$ cat src/rtl/evs_pkg.sv
package evs_pkg;

  localparam int MAX_EDITS   = 3;
  localparam int BAND_LEN    = 2 * MAX_EDITS + 1;
  localparam int CAP         = MAX_EDITS + 1;
  localparam int CAP_W       = $clog2(CAP + 1);
  localparam int ENTRY_W     = (CAP_W < 3) ? 3 : CAP_W;
  localparam int OUT_ENTRY_W = 3;
  localparam int MATCH_W     = 7;
  localparam int VEC_W       = 21;
  localparam int IN_DATA_W   = 8;
  localparam int OUT_DATA_W  = 24;
  localparam int MASK_W      = (BAND_LEN > MATCH_W) ? BAND_LEN : MATCH_W;
  localparam int PACK_RAW_W  = BAND_LEN * OUT_ENTRY_W;
  localparam int PACK_W      = (PACK_RAW_W > VEC_W) ? PACK_RAW_W : VEC_W;

  typedef logic [ENTRY_W-1:0] entry_t;

  typedef enum logic {
    KIND_RESTART = 1'b0,
    KIND_STEP    = 1'b1
  } kind_t;

  function automatic entry_t init_entry(input int idx);
    int offset;
    begin
      offset = (idx >= MAX_EDITS) ? idx - MAX_EDITS : MAX_EDITS - idx;
      return ENTRY_W'(offset);
    end
  endfunction

endpackage

$ cat src/rtl/edit_vector_step.sv
// A result passes two registers on its way out, the input register and then the result
// FIFO. Throughput: one item per cycle while the result FIFO is not full; the 7-entry
// min chain sits between the input register and the 2-entry result FIFO, which lets a
// new item in while a result waits; a full FIFO holds the item in the input register.
// Reset (rst_n low, synchronous): band returns to the initial vector |i - K|,
// input stage and result FIFO empty.
module edit_vector_step (
  input  logic                             clk,
  input  logic                             rst_n,
  input  logic                             in_tvalid,
  output logic                             in_tready,
  input  logic [evs_pkg::IN_DATA_W-1:0]    in_tdata,   // [6:0] match_bits, [7] zero
  input  logic                             in_tuser,   // [0] kind
  output logic                             out_tvalid,
  input  logic                             out_tready,
  output logic [evs_pkg::OUT_DATA_W-1:0]   out_tdata,  // [20:0] edit_vector, [23:21] zero
  output logic                             out_tuser   // [0] is_terminal
);

  logic                          in_valid_r;
  evs_pkg::kind_t                kind_r;
  logic [evs_pkg::MATCH_W-1:0]   match_r;
  evs_pkg::entry_t               band_r   [evs_pkg::BAND_LEN];
  evs_pkg::entry_t               band_nxt [evs_pkg::BAND_LEN];
  evs_pkg::entry_t               step_v   [evs_pkg::BAND_LEN];
  evs_pkg::entry_t               old_ext  [evs_pkg::BAND_LEN+1];
  evs_pkg::entry_t               new_ext  [evs_pkg::BAND_LEN+1];
  logic [evs_pkg::MASK_W-1:0]    mask_ext;
  logic [evs_pkg::PACK_W-1:0]    pack_w;
  logic [evs_pkg::VEC_W-1:0]     vec_nxt;
  logic                          term_nxt;
  logic                          band_term;

  logic [evs_pkg::VEC_W:0]       fifo_r [2];
  logic                          wr_ptr_r;
  logic                          rd_ptr_r;
  logic [1:0]                    count_r;
  logic                          push;
  logic                          pop;
  logic                          in_xfer;

  assign push      = in_valid_r && (count_r != 2'd2);
  assign pop       = out_tvalid && out_tready;
  assign in_tready = !in_valid_r || push;
  assign in_xfer   = in_tvalid && in_tready;

  // band update: entries from 0 upward, new left / old right / old self
  always_comb begin
    logic [evs_pkg::ENTRY_W-1:0] m;
    logic [evs_pkg::ENTRY_W:0]   sum;
    mask_ext = evs_pkg::MASK_W'(match_r);
    old_ext[evs_pkg::BAND_LEN] = evs_pkg::ENTRY_W'(evs_pkg::CAP);
    new_ext[0] = evs_pkg::ENTRY_W'(evs_pkg::CAP);
    for (int i = 0; i < evs_pkg::BAND_LEN; i++) begin
      old_ext[i] = band_r[i];
    end
    for (int i = 0; i < evs_pkg::BAND_LEN; i++) begin
      m = (new_ext[i] < old_ext[i+1]) ? new_ext[i] : old_ext[i+1];
      if (old_ext[i] < m) begin
        m = old_ext[i];
      end
      if (mask_ext[evs_pkg::BAND_LEN-1-i]) begin
        sum = {1'b0, old_ext[i]};
      end else begin
        sum = {1'b0, m} + 1'b1;
      end
      if (sum > (evs_pkg::ENTRY_W+1)'(evs_pkg::CAP)) begin
        sum = (evs_pkg::ENTRY_W+1)'(evs_pkg::CAP);
      end
      step_v[i]    = sum[evs_pkg::ENTRY_W-1:0];
      new_ext[i+1] = step_v[i];
    end
  end

  always_comb begin
    term_nxt = 1'b1;
    pack_w   = '0;
    for (int i = 0; i < evs_pkg::BAND_LEN; i++) begin
      case (kind_r)
        evs_pkg::KIND_RESTART: band_nxt[i] = evs_pkg::init_entry(i);
        evs_pkg::KIND_STEP:    band_nxt[i] = step_v[i];
        default:               band_nxt[i] = step_v[i];
      endcase
      if (band_nxt[i] != evs_pkg::ENTRY_W'(evs_pkg::CAP)) begin
        term_nxt = 1'b0;
      end
      pack_w[i*evs_pkg::OUT_ENTRY_W +: evs_pkg::OUT_ENTRY_W] =
        band_nxt[i][evs_pkg::OUT_ENTRY_W-1:0];
    end
    vec_nxt = pack_w[evs_pkg::VEC_W-1:0];
  end

  always_ff @(posedge clk) begin
    if (!rst_n) begin
      in_valid_r <= 1'b0;
    end else if (in_tready) begin
      in_valid_r <= in_tvalid;
    end
  end

  always_ff @(posedge clk) begin
    if (in_xfer) begin
      kind_r  <= evs_pkg::kind_t'(in_tuser);
      match_r <= in_tdata[evs_pkg::MATCH_W-1:0];
    end
  end

  always_ff @(posedge clk) begin
    if (!rst_n) begin
      for (int i = 0; i < evs_pkg::BAND_LEN; i++) begin
        band_r[i] <= evs_pkg::init_entry(i);
      end
    end else if (push) begin
      for (int i = 0; i < evs_pkg::BAND_LEN; i++) begin
        band_r[i] <= band_nxt[i];
      end
    end
  end

  always_ff @(posedge clk) begin
    if (push) begin
      fifo_r[wr_ptr_r] <= {term_nxt, vec_nxt};
    end
  end

  always_ff @(posedge clk) begin
    if (!rst_n) begin
      wr_ptr_r <= 1'b0;
      rd_ptr_r <= 1'b0;
      count_r  <= 2'd0;
    end else begin
      if (push) begin
        wr_ptr_r <= ~wr_ptr_r;
      end
      if (pop) begin
        rd_ptr_r <= ~rd_ptr_r;
      end
      case ({push, pop})
        2'b10:   count_r <= count_r + 2'd1;
        2'b01:   count_r <= count_r - 2'd1;
        default: count_r <= count_r;
      endcase
    end
  end

  assign out_tvalid = (count_r != 2'd0);
  assign out_tdata  = {{(evs_pkg::OUT_DATA_W-evs_pkg::VEC_W){1'b0}},
                       fifo_r[rd_ptr_r][evs_pkg::VEC_W-1:0]};
  assign out_tuser  = fifo_r[rd_ptr_r][evs_pkg::VEC_W];

  always_comb begin
    band_term = 1'b1;
    for (int i = 0; i < evs_pkg::BAND_LEN; i++) begin
      if (band_r[i] != evs_pkg::ENTRY_W'(evs_pkg::CAP)) begin
        band_term = 1'b0;
      end
    end
  end

  a_count_bound: assert property (@(posedge clk) disable iff (!rst_n)
    count_r != 2'd3)
    else $error("result FIFO overflow");

  a_ptr_sync: assert property (@(posedge clk) disable iff (!rst_n)
    (count_r == 2'd0 || count_r == 2'd2) |-> (wr_ptr_r == rd_ptr_r))
    else $error("FIFO pointers out of step with count");

  a_restart_load: assert property (@(posedge clk) disable iff (!rst_n)
    (push && kind_r == evs_pkg::KIND_RESTART) |=>
      (band_r[evs_pkg::MAX_EDITS] == '0 && !band_term))
    else $error("restart did not load initial band");

  a_terminal_sticky: assert property (@(posedge clk) disable iff (!rst_n)
    (push && kind_r == evs_pkg::KIND_STEP && band_term) |=> band_term)
    else $error("terminal band left terminal state");

  a_push_flag: assert property (@(posedge clk) disable iff (!rst_n)
    push |=> (fifo_r[$past(wr_ptr_r)][evs_pkg::VEC_W] == band_term))
    else $error("terminal flag disagrees with stored band");

endmodule

$ cat config.mk
export PLATFORM = sky130hd
export DESIGN_NAME = edit_vector_step
export DESIGN_NICKNAME = d
export VERILOG_FILES = /design/src/rtl/evs_pkg.sv /design/src/rtl/edit_vector_step.sv
export SDC_FILE = /design/constraint.sdc
export NUM_CORES = 1
export LEC_CHECK = 0
export ABC_CLOCK_PERIOD_IN_PS = 34800
export BUFFER_PORTS_ARGS = -buffer_cell sky130_fd_sc_hd__buf_2
export CAP_MARGIN = 20
export CORE_MARGIN = 1.5
export CORE_UTILIZATION = 30
export CTS_CLUSTER_DIAMETER = 150
export DETAILED_ROUTE_END_ITERATION = 6
export GPL_ROUTABILITY_DRIVEN = 0
export PLACE_DENSITY = 0.44
export SYNTH_ARGS = -nofsm -noshare
export SYNTH_HDL_FRONTEND = slang
export SYNTH_SLANG_ARGS = --single-unit
$ cat constraint.sdc
create_clock -name clk -period 34.8 [get_ports clk]
set_input_delay 6.96 -clock clk [delete_from_list [all_inputs] [get_ports clk]]
set_output_delay 6.96 -clock clk [all_outputs]
set_load 0.02 [all_outputs]
# Word level (Yosys, flattened, before mapping)
# Memory sizes are Yosys's and may differ from the RTL's. A register that Yosys moved wholly into a read port is not among the register bits.
# Index checks and enable logic that the tools add are counted.
dict set report word_totals {
  ramBits 65
  mem_count 2
  word_cells 122
  regBits 13
  out_inout_bits 27
  input_bits 13
}
# name words word_bits read_ports rd_clocked_by_memory_dff wr line
set mem_list {}
lappend mem_list {fifo_r 2 22 1 1 1 edit_vector_step.sv:34} ;# logic [evs_pkg::VEC_W:0] fifo_r [2];
lappend mem_list {band_r 7 3 7 0 7 edit_vector_step.sv:23} ;# evs_pkg::entry_t band_r [evs_pkg::BAND_LEN];
dict set report classes {
  bitwise 10
  n_lt_le_gt_ge 21
  mux 57
  n_reduce_logical 7
  n_addsub 9
  n_eq_ne 10
}
# cell n
set ops {}
lappend ops {{$mux W3} 28}
lappend ops {{$pmux W3 S2} 7}
lappend ops {{$lt A3 B3 Y1} 12}
lappend ops {{$add A3 B1 Y4 const B} 7}
lappend ops {{$gt A4 B3 Y1 const B} 7}
lappend ops {{$mux W4} 7}
lappend ops {{$ne A3 B3 Y1 const B} 7}
lappend ops {{$mux W1} 14}
lappend ops {{$or A1 B1 Y1} 7}
lappend ops {{$pmux W2 S2} 1}
lappend ops {{$reduce_bool A2 Y1} 2}
lappend ops {{$logic_and A1 B1 Y1} 3}
lappend ops {{$lt A3 B3 Y1 const A} 1}
lappend ops {{$lt A3 B3 Y1 const B} 1}
lappend ops {{$not A1 Y1} 3}
lappend ops {{$add A2 B1 Y2 const B} 1}
lappend ops {{$eq A2 B1 Y1 const B} 1}
lappend ops {{$eq A2 B2 Y1 const B} 1}
lappend ops {{$ne A2 B2 Y1 const B} 1}
lappend ops {{$sub A2 B1 Y2 const B} 1}
lappend ops {{$logic_not A1 Y1} 1}
lappend ops {{$logic_or A1 B1 Y1} 1}

# Logic depth before layout (Yosys ltp)
# An unclocked memory read counts as a cell.
dict set report depth {
  word_depth 60
  ltp_mapped 106
  mapped_depth_nobuf 106
}

# Worst setup path before layout
# OpenSTA, ideal clock, no wires.
dict set report synth_timing {
  kind {flip-flop to flip-flop}
  from {memory band_r[1][2] (netlist name)}
  to {memory fifo_r[0][21] (netlist name), data pin}
  slack_ns 17.193
  arrival_time_ns 17.403
  synth_period_minus_slack_ns 17.607
  n_path_buf 0
  setup_time_ns 0.203
  path_stages_with_launch 100
  path_cell_list {edfxtp_1 nor2b_1 inv_1 ha_1 o21ai_0 nand2b_1 a21oi_1 mux2_2 ha_1 or3_1 o211a_2 or2_2 ha_1 nor2_1 o22a_1 inv_1 ha_1 nor2b_1 [... 64 more ...] ha_1 or2_2 o211ai_1 o21bai_1 a21oi_1 a21oi_1 inv_1 ha_1 nor2_1 nor2_1 a21oi_2 mux2_4 nand2_1 ha_1 xor2_1 nor2_1 a21o_1 a2111oi_2}
}
# item line
set synth_lines {}
lappend synth_lines {{start: declaration} edit_vector_step.sv:23}
lappend synth_lines {{end: declaration} edit_vector_step.sv:34}

==> results.md <==
- Max Clock Skew: a little under 0.01 ns
- Synth Register Bits: 79
- Ratio of cells with drive above 1 in the final layout: around 18%
- Number of CTS-inserted buffers: 9
- DRT iter0 DRCs: around 240
- Mapped Area: 5160 um^2
- # diodes: 0
- Die area: 18000 um^2
- Sequential share of the synthesized area: 44.8%
- Reg power frac: 26.4%
- Nets: 589
- Final HPWL DP: 9250 um
- CTS tree: yes
- Max incr delay on CP: 0.67 ns
- Distinct cells, synth: 71
- DRC: 0
- Power Density: 83.8 nW/um^2
- Cells after synthesis: 492
- HP Start: count_r[1]
- Yosys warning total: 0
- Vias/cell: 5.00
- Crit Path Class: register to register
- FF-to-FF Start: band_r[1][2]
- Max Clk Rate: 47.8 MHz
- Syn_area_per_cell: about 10 um^2
- NetSw: roughly 0.21 mW
- Final worst-path cycle share: roughly three fifths
- WHS: approximately 0.54 ns
- Initial antenna violation count: 0
- Worst endpoint required time: 34.92 ns
- Total gr overflow: 0
- Max-Cap Viols: 0
- Clk pwr share: 20.3%
- DIE HEIGHT: 134 um
- Reg clk slew, reported paths: ~0.06 ns
- FF+latch area: 2310 um^2
- ANT nets after route: 0
- Clock sinks: 79
- I/O pin total: 40
- Core area: 16700 um^2
- Die W: 134 um
- Hold buffer count at cts: 0
- Max-slew violations: 0
- Final Hold Viols: 0
- HP Class: register to register
- Fill cell count: 1689
- Post-CTS setup buffers: 0
- Endpoints failing setup: 0
- Via Count: 3807
- Worst path slowest cell: or4b_2
- Main synth FF type: edfxtp_1
- Worst Setup Start Kind: register
- Largest cells by area after synthesis: edfxtp_1 43%, ha_1 9.7%, mux2_2 5.2%, nor2_1 4.0%, inv_1 2.8%
- Drt pass-1 iters: 4
- Setup TNS: 0 ns
- Status: completed
- Worst-path maximum fanout: 7
- Pint: around 0.3 mW
- Routed WL per cell: 16.5 um
- Rows: 47
- H-tree levels: 3
- Number of port buffers: 35
- Peak supply drop: 0.0000253 V
- All-Layer GR Usage: between 10 and 15%
- Starting density of the core: 30.9%
- Synth top area share: between 40 and 50%
- Drt total wl: about 13000 um
- Layout overhead on the synthesized area: 15.1%
- First-pass GRT wire length: 20200 um
- Clock tree buffer depth: 2
- Post-synth EDFFs: 73
- Root Driver: clkbuf_16
- Largest net degree at the start of global routing: 26
- Multi-input logic area: 2670 um^2
- Asr flop ratio synth: 0%
- Crit path launch: band_r[1][2]
- Cells resized by post-CTS repair: 0
- Max-slew headroom: 45.2%
- Vias in the first global route: 3712
- RSZ-0062 raised after global routing: false
- Post-layout minimum cycle time: 20.94 ns
- Worst path arrival time: 21.05 ns
- Combinational share of power: 53.4%
- Area leader, netlist: edfxtp_1
- Worst Tran Pin Value: just over 0.8 ns
- CP Capture Type: register
- Net Sw Frac: 41.5%
- LEAKAGE: 2.34 nW
- Worst-Skew Late Latency: 0.35 ns
through the flow:
| step | util [%] | power [mW] | area (um^2) | cells | setup slack, ns |
|---|---|---|---|---|---|
| 2_1_floorplan | - | 0.335 | 5160 | 494 | 17.19 |
| 3_3_place_gp | 33.5 | 0.391 | 5590 | 743 | 14.22 |
| 3_5_place_dp | 33.5 | 0.396 | 5590 | 743 | 13.97 |
| 4_1_cts | 35.4 | 0.500 | 5910 | 759 | 13.90 |
| 5_1_grt | 35.6 | 0.539 | 5940 | 761 | 11.92 |
| 6_report | 35.6 | 0.498 | 5940 | 761 | 13.86 |
layer usage:
layer / vias up / wire length, um / GRT usage, %
met5: - / 0 / 0
met4: 0 / 209 / 5.32
li1: 1896 / - / -
met2: 86 / 5450 / 22.5
met3: 13 / 416 / 2.53
met1: 1812 / 6520 / 21.1
worst paths after layout:
check | to | slack (ns) | depth (start not counted)
setup / recovery | fifo_r[0][21] | 13.86 | 99
hold / removal | count_r[1] | 0.54 | 2
setup reg to reg | fifo_r[0][21] | 13.86 | 99
hold reg to reg | count_r[1] | 0.54 | 2
layout by cell type (no fill, tap or decap), types with 4 or more instances in the layout:
cell type / count
edfxtp_1: 73
nor2_1: 53
ha_1: 40
inv_1: 39
nand2_1: 39
buf_2: 35
mux2_2: 24
a21oi_1: 21
and2_1: 17
o21ai_0: 17
nor2b_1: 16
clkbuf_16: 9
nor3_1: 8
o21bai_1: 7
or3_1: 6
nand2b_1: 6
a31oi_1: 6
mux2i_1: 6
dfxtp_1: 6
a211oi_1: 5
o21a_1: 5
a21o_1: 5
nand3_1: 5
or2_2: 4
a21boi_0: 4
xnor2_1: 4
power by group through the flow:
| stage | clock [mW] | sequential, mW | combinational (mW) |
|---|---|---|---|
| 2_1_floorplan | 0 | 0.128 | 0.207 |
| 3_3_place_gp | 0 | 0.135 | 0.256 |
| 3_5_place_dp | 0 | 0.135 | 0.261 |
| 4_1_cts | 0.103 | 0.134 | 0.263 |
| 5_1_grt | 0.107 | 0.133 | 0.299 |
| 6_report | 0.101 | 0.131 | 0.266 |
cells by family after synthesis:
group	after synthesis	share of synthesized area (%)
other	1	0.0727
xor gates and xnor gates	7	1.19
adders and majority gates	40	9.70
muxes	31	6.70
and+or+nand+nor	176	17.7
buffers and inverters	47	3.64
DFF	79	44.8
AOI/OAI and AO/OA	111	16.1
worst max-delay path, delay by kind of cell (launching register included):
kind	cells	cell delay, ns
adders and majority gates	18	4.78
DFF	1	0.50
and+or+nand+nor	32	5.55
buffers and inverters	4	0.28
muxes	7	1.79
AOI/OAI and AO/OA	34	7.22
xor gates and xnor gates	4	0.56
sequential cells by signal, summed over array words and instances (netlist names), named ones only:
signal	count
fifo_r	44
band_r	21
mask_ext	7
count_r	2
in_valid_r	1
kind_r	1
rd_ptr_r	1
wr_ptr_r	1
synth_stat cells (6+ instances only):
cell,number
a21oi_1,21
a31oi_1,6
and2_1,17
dfxtp_1,6
edfxtp_1,73
ha_1,40
inv_1,39
mux2_2,24
mux2i_1,6
nand2_1,39
nand2b_1,6
nor2_1,55
nor2b_1,16
nor3_1,8
o21ai_0,17
o21bai_1,7
or3_1,6
layout make-up:
cell class              instances  share of cell area (%)
clock inverters                 6                    1.43
clock buffers                  10                    3.86
flip-flops and latches         79                    38.9
repair buffers                 39                    3.71
inverters                      39                    2.47
well taps                     220                    4.64
multi-input cells             368                    45.0
(Power assumes the default switching activity.)
